==> config.mk <==
export PLATFORM = sky130hd
export DESIGN_NAME = ittw_ctrl
export DESIGN_NICKNAME = d
export VERILOG_FILES = /design/src/hdl/ittw_pkg.sv /design/src/hdl/ittw_ctrl.sv
export SDC_FILE = /design/constraint.sdc
export NUM_CORES = 1
export LEC_CHECK = 0
export ABC_AREA = 1
export BUFFER_PORTS_ARGS = -buffer_cell sky130_fd_sc_hd__buf_4
export CORE_UTILIZATION = 44
export DETAILED_ROUTE_END_ITERATION = 10
export HOLD_SLACK_MARGIN = 0.02
export PLACE_DENSITY_LB_ADDON = 0.2
export SLEW_MARGIN = 10
export SYNTH_ARGS = -nofsm -noshare
export SYNTH_HDL_FRONTEND = slang
export SYNTH_SLANG_ARGS = --single-unit
==> constraint.sdc <==
create_clock -name clk -period 1.35 [get_ports clk]
set_clock_uncertainty 0.2 [all_clocks]
set_input_delay 0.2025 -clock clk [delete_from_list [all_inputs] [get_ports clk]]
set_output_delay 0.2025 -clock clk [all_outputs]
set_load 0.1 [all_outputs]
==> src/hdl/ittw_pkg.sv <==
// ----------------------------------------------------------------------------
// ittw_pkg: shared types for the idle timeout timing wheel
// Transaction payloads, action codes and controller/datapath interface.
// ----------------------------------------------------------------------------
package ittw_pkg;

  localparam logic [1:0] ACT_ARM     = 2'd0;
  localparam logic [1:0] ACT_CANCEL  = 2'd1;
  localparam logic [1:0] ACT_REFRESH = 2'd2;
  localparam logic [1:0] ACT_TICK    = 2'd3;

  typedef struct packed {
    logic [1:0] action;
    logic [5:0] socket_id;
  } in_t;

  typedef struct packed {
    logic       accepted;
    logic       expired_valid;
    logic [5:0] expired_id;
    logic       last;
  } out_t;

  // fill memory read address source
  typedef enum logic [1:0] {
    FSEL_ARM  = 2'd0,
    FSEL_HOME = 2'd1,
    FSEL_CUR  = 2'd2
  } fsel_t;

  typedef struct packed {
    logic  load;
    fsel_t fsel;
    logic  lat_loc;
    logic  arm_wr;
    logic  dis_a;
    logic  dis_b;
    logic  tick_first;
    logic  tick_emit;
    logic  tick_end;
    logic  emit_resp;
    logic  resp_ok;
  } cmd_t;

  typedef struct packed {
    logic [1:0] action;
    logic       id_ok;
    logic       armed;
    logic       fill_zero;
    logic       tick_last;
  } sts_t;

endpackage

==> src/hdl/ittw_ctrl.sv <==
// ----------------------------------------------------------------------------
// ittw_ctrl: sequencer for the timing wheel
// Steps each transaction through the memory read-modify-write sequence.
// ----------------------------------------------------------------------------
module ittw_ctrl import ittw_pkg::*; (
  input  logic clk,
  input  logic rst_n,
  input  logic start,
  output logic busy,
  output cmd_t cmd,
  input  sts_t sts
);

  typedef enum logic [10:0] {
    S_IDLE     = 11'b000_0000_0001,
    S_DECODE   = 11'b000_0000_0010,
    S_ARM_RD   = 11'b000_0000_0100,
    S_ARM_WR   = 11'b000_0000_1000,
    S_DIS_RD   = 11'b000_0001_0000,
    S_DIS_FILL = 11'b000_0010_0000,
    S_DIS_A    = 11'b000_0100_0000,
    S_DIS_B    = 11'b000_1000_0000,
    S_TK_RD    = 11'b001_0000_0000,
    S_TK_FIRST = 11'b010_0000_0000,
    S_TK_EMIT  = 11'b100_0000_0000
  } state_t;

  state_t state_r, state_nxt;
  logic   empty_r, empty_nxt;

  assign busy = (state_r != S_IDLE);

  // next state and commands
  always_comb begin
    state_nxt = state_r;
    empty_nxt = 1'b0;
    cmd       = '0;
    cmd.fsel  = FSEL_ARM;
    case (state_r)
      S_IDLE: begin
        if (start) begin
          cmd.load  = 1'b1;
          state_nxt = S_DECODE;
        end
      end
      S_DECODE: begin
        if (sts.action == ACT_TICK) begin
          state_nxt = S_TK_RD;
        end else if (!sts.id_ok) begin
          cmd.emit_resp = 1'b1;
          state_nxt     = S_IDLE;
        end else if (sts.action == ACT_ARM) begin
          if (sts.armed) begin
            cmd.emit_resp = 1'b1;
            state_nxt     = S_IDLE;
          end else begin
            state_nxt = S_ARM_RD;
          end
        end else if (sts.action == ACT_CANCEL) begin
          if (sts.armed) begin
            state_nxt = S_DIS_RD;
          end else begin
            cmd.emit_resp = 1'b1;
            state_nxt     = S_IDLE;
          end
        end else begin
          if (sts.armed) begin
            state_nxt = S_DIS_RD;
          end else begin
            state_nxt = S_ARM_RD;
          end
        end
      end
      S_ARM_RD: begin
        cmd.fsel  = FSEL_ARM;
        state_nxt = S_ARM_WR;
      end
      S_ARM_WR: begin
        cmd.arm_wr    = 1'b1;
        cmd.emit_resp = 1'b1;
        cmd.resp_ok   = 1'b1;
        state_nxt     = S_IDLE;
      end
      S_DIS_RD: begin
        state_nxt = S_DIS_FILL;
      end
      S_DIS_FILL: begin
        cmd.fsel    = FSEL_HOME;
        cmd.lat_loc = 1'b1;
        state_nxt   = S_DIS_A;
      end
      S_DIS_A: begin
        cmd.dis_a = 1'b1;
        state_nxt = S_DIS_B;
      end
      S_DIS_B: begin
        cmd.dis_b = 1'b1;
        if (sts.action == ACT_CANCEL) begin
          cmd.emit_resp = 1'b1;
          cmd.resp_ok   = 1'b1;
          state_nxt     = S_IDLE;
        end else begin
          state_nxt = S_ARM_RD;
        end
      end
      S_TK_RD: begin
        cmd.fsel  = FSEL_CUR;
        state_nxt = S_TK_FIRST;
      end
      S_TK_FIRST: begin
        cmd.tick_first = 1'b1;
        empty_nxt      = sts.fill_zero;
        state_nxt      = S_TK_EMIT;
      end
      S_TK_EMIT: begin
        // drain one entry a cycle, or report an empty slot
        if (empty_r) begin
          cmd.emit_resp = 1'b1;
          cmd.tick_end  = 1'b1;
          state_nxt     = S_IDLE;
        end else begin
          cmd.tick_emit = 1'b1;
          if (sts.tick_last) begin
            cmd.tick_end = 1'b1;
            state_nxt    = S_IDLE;
          end
        end
      end
      default: begin
        state_nxt = S_IDLE;
      end
    endcase
  end

  always_ff @(posedge clk) begin
    if (!rst_n) begin
      state_r <= S_IDLE;
      empty_r <= 1'b0;
    end else begin
      state_r <= state_nxt;
      empty_r <= empty_nxt;
    end
  end

  a_emit_busy: assert property (@(posedge clk) disable iff (!rst_n)
    (cmd.emit_resp || cmd.tick_emit) |-> busy)
    else $error("result issued while idle");
  a_start_decode: assert property (@(posedge clk) disable iff (!rst_n)
    (start && !busy) |=> (state_r == S_DECODE))
    else $error("accepted transaction not decoded");
  a_tick_end: assert property (@(posedge clk) disable iff (!rst_n)
    cmd.tick_end |=> !busy)
    else $error("tick did not finish");

endmodule

==> results.py, run 1 <==
metrics = {
    "synthesis": {
        "synth_common_cells": "nand2_1 (25), inv_1 (22), nor2_1 (16)",
        "synth_edf_count": 0,
        "ys_seq_area_share_pct": 32.3,
        "synthDistinctLibCells": 22,
        "synth-async-reset-ratio_pct": 0,
        "yosys-top-cells-area": "dfxtp_1 (32%), nand2_1 (13%), inv_1 (11%), nor2_1 (8.1%), nor3_1 (6.1%)",
        "synth_nets": 126,
        "yosys.area.top_type": "dfxtp_1",
        "ys_ff_latch": 12,
        "syn_inst": 117,
        "netlist_area_um2": 743,
        "synth_ff_type": "dfxtp_1",
        "syn_avg_cell_area_um2": 6.35,
        "yosysMostFrequentCell": "nand2_1",
        "synth_top_area_share_pct": 32.3,
        "yosysWarnings": 0,
    },
    "clocking": {
        "numCtsBuffers": 3,
        "clock_sinks": 12,
        "cts-root-buf": "clkbuf_4",
        "cts_htree_levels": 1,
        "cts_hold_buffers": 2,
        "cts_buffer_depth": 2,
        "cts_resized": 79,
        "postCtsSetupRepairBufs": 7,
    },
    "run_status": {
        "status": "aborted with a tool error",
        "error": "[ERROR DPL-0038] Utilization greater than 100%, impossible to legalize",
        "stop_stage": "4_1_cts",
    },
    "die": {
        "die_width_um": 43.1,
        "die_y_um": 43.1,
        "rows": 14,
        "start_util_pct": 48.2,
        "ioPinCount": 22,
    },
    "placed_design": {
        "portBuffers": 21,
        "hpwlAfterDp_um": 1630,
        "place_ws_ns": -0.442,
        "gp_congestion": 0.932,
        "dp_cells": 179,
    },
}
## through the flow
step | area, um^2 | setup TNS (ns)
after floorplan | 815 | -10.92
after global placement | 1180 | -4.80
after detailed placement | 1180 | -6.05
## cell families after synthesis
family / Yosys count / share of synthesized area (%)
buf+inv: 24 / 12.1
compound gates: 9 / 6.56
simple gates: 72 / 49.0
flops: 12 / 32.3
==> run 2, diff against run 1 <==
- CORE_AREA: not set -> 2 2 63 65
- CORE_UTILIZATION: 44 -> not set
- DIE_AREA: not set -> 0 0 65 67
- HOLD_SLACK_MARGIN: 0.02 -> not set
- PLACE_DENSITY_LB_ADDON: 0.2 -> 0.15
- clock period: 1.35 -> 1.8 ns (I/O delays scaled with it)
==> results.py, run 2 <==
metrics = {
    "drt": {
        "wl_per_cell_um": 10.8,
        "dr_total_vias": 892,
        "avgViaCountPerCell": 4.15,
        "drc": 0,
        "drtPass1Iterations": 2,
        "dr.first_iter.drc_count": 11,
        "drt_wl_total_um": 2310,
        "drtAntennaViolNets": 0,
    },
    "timing": {
        "whs_ns": 0.0637,
        "worst_pin_slew_ns": 0.320,
        "fin_crit_sh_pct": 110,
        "hold_viol_final": 0,
        "rsz0062_at_grt": "yes",
        "setup_ws_ns": -0.183,
        "slew_viol_final": 0,
        "setup_tns_ns": -1.52,
        "max_freq_mhz": 504,
        "finalCriticalPeriod_ns": 1.98,
        "setup_violations": 12,
        "max_slew_margin_pct": 78.5,
    },
    "placed_design": {
        "portBuffers": 21,
        "gp_congestion": 0.712,
        "hpwlAfterDp_um": 1680,
        "dp_cells": 201,
        "place_ws_ns": -0.0644,
    },
    "run_status": {
        "failed_checks": "negative setup slack",
        "status": "complete, but fails checks",
    },
    "die": {
        "die_area_um2": 4360,
        "start_util_pct": 20.6,
        "die_width_um": 65,
        "core_region_area_um2": 3610,
        "ioPinCount": 22,
        "die_y_um": 67,
        "rows": 22,
    },
    "synthesis": {
        "synth-async-reset-ratio_pct": 0,
        "yosysWarnings": 0,
        "synth_ff_type": "dfxtp_1",
        "synth_nets": 126,
        "synth_top_area_share_pct": 32.3,
        "synth_xor_area_share_pct": 0,
        "yosys.area.top_type": "dfxtp_1",
        "synth_common_cells": "nand2_1 (25), inv_1 (22), nor2_1 (16)",
        "yosysMostFrequentCell": "nand2_1",
        "yosys-top-cells-area": "dfxtp_1 (32%), nand2_1 (13%), inv_1 (11%), nor2_1 (8.1%), nor3_1 (6.1%)",
        "syn_inst": 117,
        "yosys.area_share.simple_pct": 49.0,
        "synthDistinctLibCells": 22,
        "ys_ff_latch": 12,
        "synthAdderAreaFrac_pct": 0,
        "syn_avg_cell_area_um2": 6.35,
        "ys_seq_area_share_pct": 32.3,
        "netlist_area_um2": 743,
        "synth-compound-area-share_pct": 6.57,
        "synth_top_family_by_area": "simple AND/OR/NAND/NOR gates",
        "synthMuxAreaShare_pct": 0,
        "synth_edf_count": 0,
    },
    "critical_path": {
        "worstPathArrival_ns": 1.51,
        "worst_setup_path_start_kind": "flop",
        "crit_fanout": 3,
        "rrSetupSlack_ns": 0.10,
        "crit_type": "flop to output port",
        "cp-end-kind": "output port",
        "required_ns": 1.33,
    },
    "clocking": {
        "cts_tree": "yes",
        "worstSkewPairLatency_ns": 0.24,
        "clk_pin_slew_ns": 0.05,
        "cts_buffer_depth": 2,
        "clock_sinks": 12,
        "numCtsBuffers": 3,
        "cts-root-buf": "clkbuf_8",
        "cts_htree_levels": 1,
    },
    "global_routing": {
        "grtUsageMet2_pct": 22.2,
        "grt_pass1_wl_um": 4060,
        "busiest_layer": "met2",
        "grt_pass1_vias": 923,
        "grt_max_degree": 10,
        "use_met3_pct": 2.70,
        "antenna_found_initial": 0,
        "grt-ovfl-total": 0,
        "grtUsageTotal_pct": 11.9,
        "gr-usage-met1_pct": 14.0,
    },
    "finish": {
        "final.fill_count": 363,
        "drive_above_1_share_pct": 61.7,
        "regMostFlops": "state_r",
        "layout_commonest_cell": "buf_4",
        "diodes": 0,
        "layout_common_cells": "buf_4 (28), nand2_1 (17), inv_1 (12), nor2_4 (11), buf_12 (11)",
        "largest_registers": "state_r x11, empty_r x1",
        "layout.nets": 177,
        "area_growth_pct": 110,
        "finalNonFillerCells": 215,
        "multi_input_area_um2": 573,
        "largest_register_ff_count": 11,
        "seq_area_um2": 253,
    },
    "power": {
        "powerDensity_nw_per_um2": 661,
        "ir_worst_vdd_mv": 0.616,
        "p_leak_nw": 0.707,
    },
    "job": {
        "maxCapViolCount": 0,
    },
    "hold_path": {
        "min_path_type": "primary input to flop",
    },
}
## run 2: cell counts after synthesis
Identical to the previous run, type by type.
## run 2: kinds of logic (layout without fill, tap and decap cells)
kind of cell    after synthesis  count (layout)
simple gates                 72              72
buf+inv                      24              74
flops                        12              12
compound gates                9               9
## run 2: power by group
group	leakage, nW	total [W]	internal (W)	switching, W
combinational	0.576	0.000446	0.000191	0.000255
clock	0.0288	0.000300	0.000193	0.000107
sequential	0.102	0.000285	0.000277	0.00000839
## run 2: final cells by class
class,count,area share (%)
Multi-Input combinational cell,81,36.7
Timing Repair Buffer,46,32.6
Sequential cell,12,16.2
Inverter,24,7.13
Tap cell,48,3.85
Clock buffer,4,3.53
## run 2: worst max-delay path, stage by stage, from the launching register on
cell and delay (ns):
dfxtp_2 0.33, nor2_4 0.13, nand2_4 0.09, nor2_4 0.15, nand4_1 0.15, buf_4 0.18
clkinvlp_4 0.07, buf_12 0.17
## run 2: layer usage
layer | share of wire (%) | vias up
li1 | - | 471
met1 | 42 | 404
met2 | 53 | 17
met3 | 4.2 | 0
met4 | 0 | 0
met5 | 0 | -
## run 2: timing repair
action                     4_1_cts  5_1_grt
pin swaps                       17       14
setup endpoints to repair       13       19
gates resized for setup         70       13
hold buffers                     0        0
buffers inserted                 7        3
## run 2: worst paths after layout
path / from / to / depth (start not counted)
hold / removal: sts[1] / empty_r / 3
hold reg to reg: state_r[2] / state_r[3] / 4
setup / recovery: state_r[9] / cmd[7] / 7
setup reg to reg: state_r[2] / state_r[0] / 11
## run 2: stage by stage
step                cell area, um^2  util [%]  total power [W]
floorplan                       801         -         0.000521
CTS                            1500      41.6          0.00101
global placement               1130      31.4         0.000625
global route                   1560      43.3          0.00109
finish                         1560      43.3          0.00103
detailed placement             1130      31.4         0.000626
Note: power is estimated with default switching activity, not from simulation.
==> run 3, diff against run 2 <==
--- a/config.mk
+++ b/config.mk
@@ -12,2 +12,3 @@
 export DIE_AREA = 0 0 65 67
+export GPL_ROUTABILITY_DRIVEN = 0
 export PLACE_DENSITY_LB_ADDON = 0.15
==> constraint.sdc (replaced) <==
create_clock -name clk -period 1.8 [get_ports clk]
set_clock_uncertainty 0.2 [all_clocks]
set_input_delay 0.09 -clock clk [delete_from_list [all_inputs] [get_ports clk]]
set_output_delay 0.09 -clock clk [all_outputs]
set_load 0.1 [all_outputs]
==> results.py, run 3 (same netlist as run 2, synthesis figures left out) <==
metrics = {
    "drt": {
        "drt_wl_total_um": 2280,
        "drtAntennaViolNets": 0,
        "wl_met2_um": 1110,
        "avgViaCountPerCell": 4.22,
        "wl_per_cell_um": 10.9,
        "drtPass1Iterations": 4,
        "top_layer": "met4",
        "wl_met3_um": 84,
        "dr_total_vias": 883,
        "drc": 0,
        "dr.first_iter.drc_count": 18,
        "wl_met1_um": 1030,
    },
    "global_routing": {
        "grt_pass1_wl_um": 3660,
        "grt-ovfl-total": 0,
        "grt_pass1_vias": 880,
        "grtUsageTotal_pct": 11.4,
        "grt_max_degree": 10,
        "antenna_found_initial": 0,
    },
    "finish": {
        "utilization_pct": 39.9,
        "layout.nets": 172,
        "layout_common_cells": "nand2_1 (19), buf_4 (19), inv_1 (17), nor2_1 (10)",
        "largest_registers": "state_r x11, empty_r x1",
        "regMostFlops": "state_r",
        "drive_above_1_share_pct": 47.8,
        "largest_register_ff_count": 11,
        "area_growth_pct": 93.6,
        "diodes": 0,
    },
    "timing": {
        "setup_violations": 2,
        "worst_pin_slew_ns": 0.334,
        "slew_viol_final": 0,
        "setup_ws_ns": -0.0623,
        "rsz0062_at_grt": "yes",
        "whs_ns": 0.0522,
        "hold_viol_final": 0,
        "max_slew_margin_pct": 77.6,
        "fin_crit_sh_pct": 103,
        "finalCriticalPeriod_ns": 1.86,
        "max_freq_mhz": 537,
    },
    "placed_design": {
        "place_ws_ns": 0.0575,
        "hpwlAfterDp_um": 1570,
        "portBuffers": 21,
    },
    "critical_path": {
        "required_ns": 1.51,
        "cp-end-kind": "output port",
        "rrSetupSlack_ns": 0.18,
        "path_buf_inv": 1,
        "worst_setup_path_start_kind": "flop",
        "rr_startpoint": "state_r[9]",
        "rr_worst_depth": 9,
        "cpPeakStageDelay_ns": 0.35,
        "path_common_cell": "nor2_4",
        "crit_fanout": 3,
        "crit_family": "simple AND/OR/NAND/NOR gates",
        "crit_type": "flop to output port",
        "worstPathArrival_ns": 1.57,
        "worstPathCellList": "nor2_4 > nand2_4 > nor2_4 > nand3_4 > o211ai_1 > buf_6",
        "cp_slowest_cell": "dfxtp_4",
        "r2r-end": "state_r[0]",
    },
    "run_status": {
        "status": "complete, but fails checks",
        "failed_checks": "negative setup slack",
    },
    "clocking": {
        "worstSkewPairLatency_ns": 0.25,
        "cts_buffer_depth": 2,
        "cts_htree_levels": 1,
        "cts_tree": "yes",
        "clock_sinks": 12,
        "clk_pin_slew_ns": 0.05,
        "numCtsBuffers": 3,
        "cts-root-buf": "clkbuf_8",
    },
    "die": {
        "die_width_um": 65,
        "die_y_um": 67,
        "start_util_pct": 20.6,
        "die_area_um2": 4360,
        "core_region_area_um2": 3610,
        "ioPinCount": 22,
        "rows": 22,
    },
    "power": {
        "seq_power_share_pct": 30.9,
        "power.switching_w": 0.000358,
        "intPower_w": 0.000568,
        "pwr-share-comb_pct": 41.0,
        "p_total_w": 0.000926,
        "powerDensity_nw_per_um2": 644,
        "p_leak_nw": 0.686,
        "p_clk_share_pct": 28.1,
        "switching_share_pct": 38.6,
        "ir_worst_vdd_mv": 0.379,
    },
    "hold_path": {
        "hp-start": "sts[2]",
        "whs_path_depth": 5,
        "min_path_type": "primary input to flop",
        "whs_endpoint": "state_r[2]",
    },
    "job": {
        "maxCapViolCount": 0,
    },
}
==> run 3: changes by cell type in the layout (fill, tap and decap cells not counted), moves of 2 or more <==
cell	delta
nor2_2	+2
dfxtp_4	+2
dfxtp_2	-5
buf_12	-3
nand2_1	+2
nor2_4	-2
nand2_2	-2
buf_6	-2
dfxtp_1	+3
inv_1	+5
dlygate4sd3_1	+9
buf_4	-9
clkinvlp_4	-5
==> run 3: stage by stage <==
step / area (um^2) / TNS, ns / cells
finish: 1440 / -0.0767 / 209
global route: 1440 / -0.503 / 209
CTS: 1280 / -0.0726 / 207
detailed placement: 1030 / 0 / 190
global placement: 1030 / 0 / 190
floorplan: 782 / -2.87 / 117
==> run 3: per-layer routing <==
layer / track usage (%) / up-vias
li1: - / 451
met1: 13.1 / 408
met2: 19.7 / 19
met3: 2.03 / 5
met4: 7.18 / 0
met5: 0 / -
==> run 3: power by group through the flow <==
stage | sequential [W] | clock (W) | combinational (W)
finish | 0.000286 | 0.000260 | 0.000380
global route | 0.000288 | 0.000275 | 0.000402
CTS | 0.000288 | 0.000265 | 0.000358
detailed placement | 0.000293 | 0 | 0.000310
global placement | 0.000293 | 0 | 0.000309
floorplan | 0.000291 | 0 | 0.000230
==> run 3: timing repair <==
action	in CTS	in global routing
buffers inserted	5	3
gates resized for setup	23	41
hold buffers	9	0
setup endpoints to repair	7	13
pin swaps	10	10
hold endpoints to repair	6	0
cloned	0	0
==> run 3: how the worst max path moves through the flow <==
stage,startpoint,to,cells after the start
after global routing,state_r[9],cmd[1],6
final,state_r[3],cmd[1],6
after detailed placement,state_r[9],cmd[1],8
after global placement,state_r[9],cmd[1],8
after CTS,state_r[1],cmd[1],6
after floorplan,state_r[7],cmd[1],5
==> run 3: worst min-delay path: stages <==
cell     delay (ns)
buf_4          0.09
nor2_1         0.04
nand3_1        0.05
o22ai_1        0.05
nor3b_2        0.14
==> run 3: cell type report <==
| cell class | count | area [um^2] |
|---|---|---|
| well taps | 48 | 60.1 |
| inverters | 24 | 92.6 |
| fillers | 392 | 2170 |
| clock buffers | 3 | 41.3 |
| multi-input cells | 81 | 542 |
| repair buffers | 41 | 449 |
| flip-flops and latches | 12 | 254 |
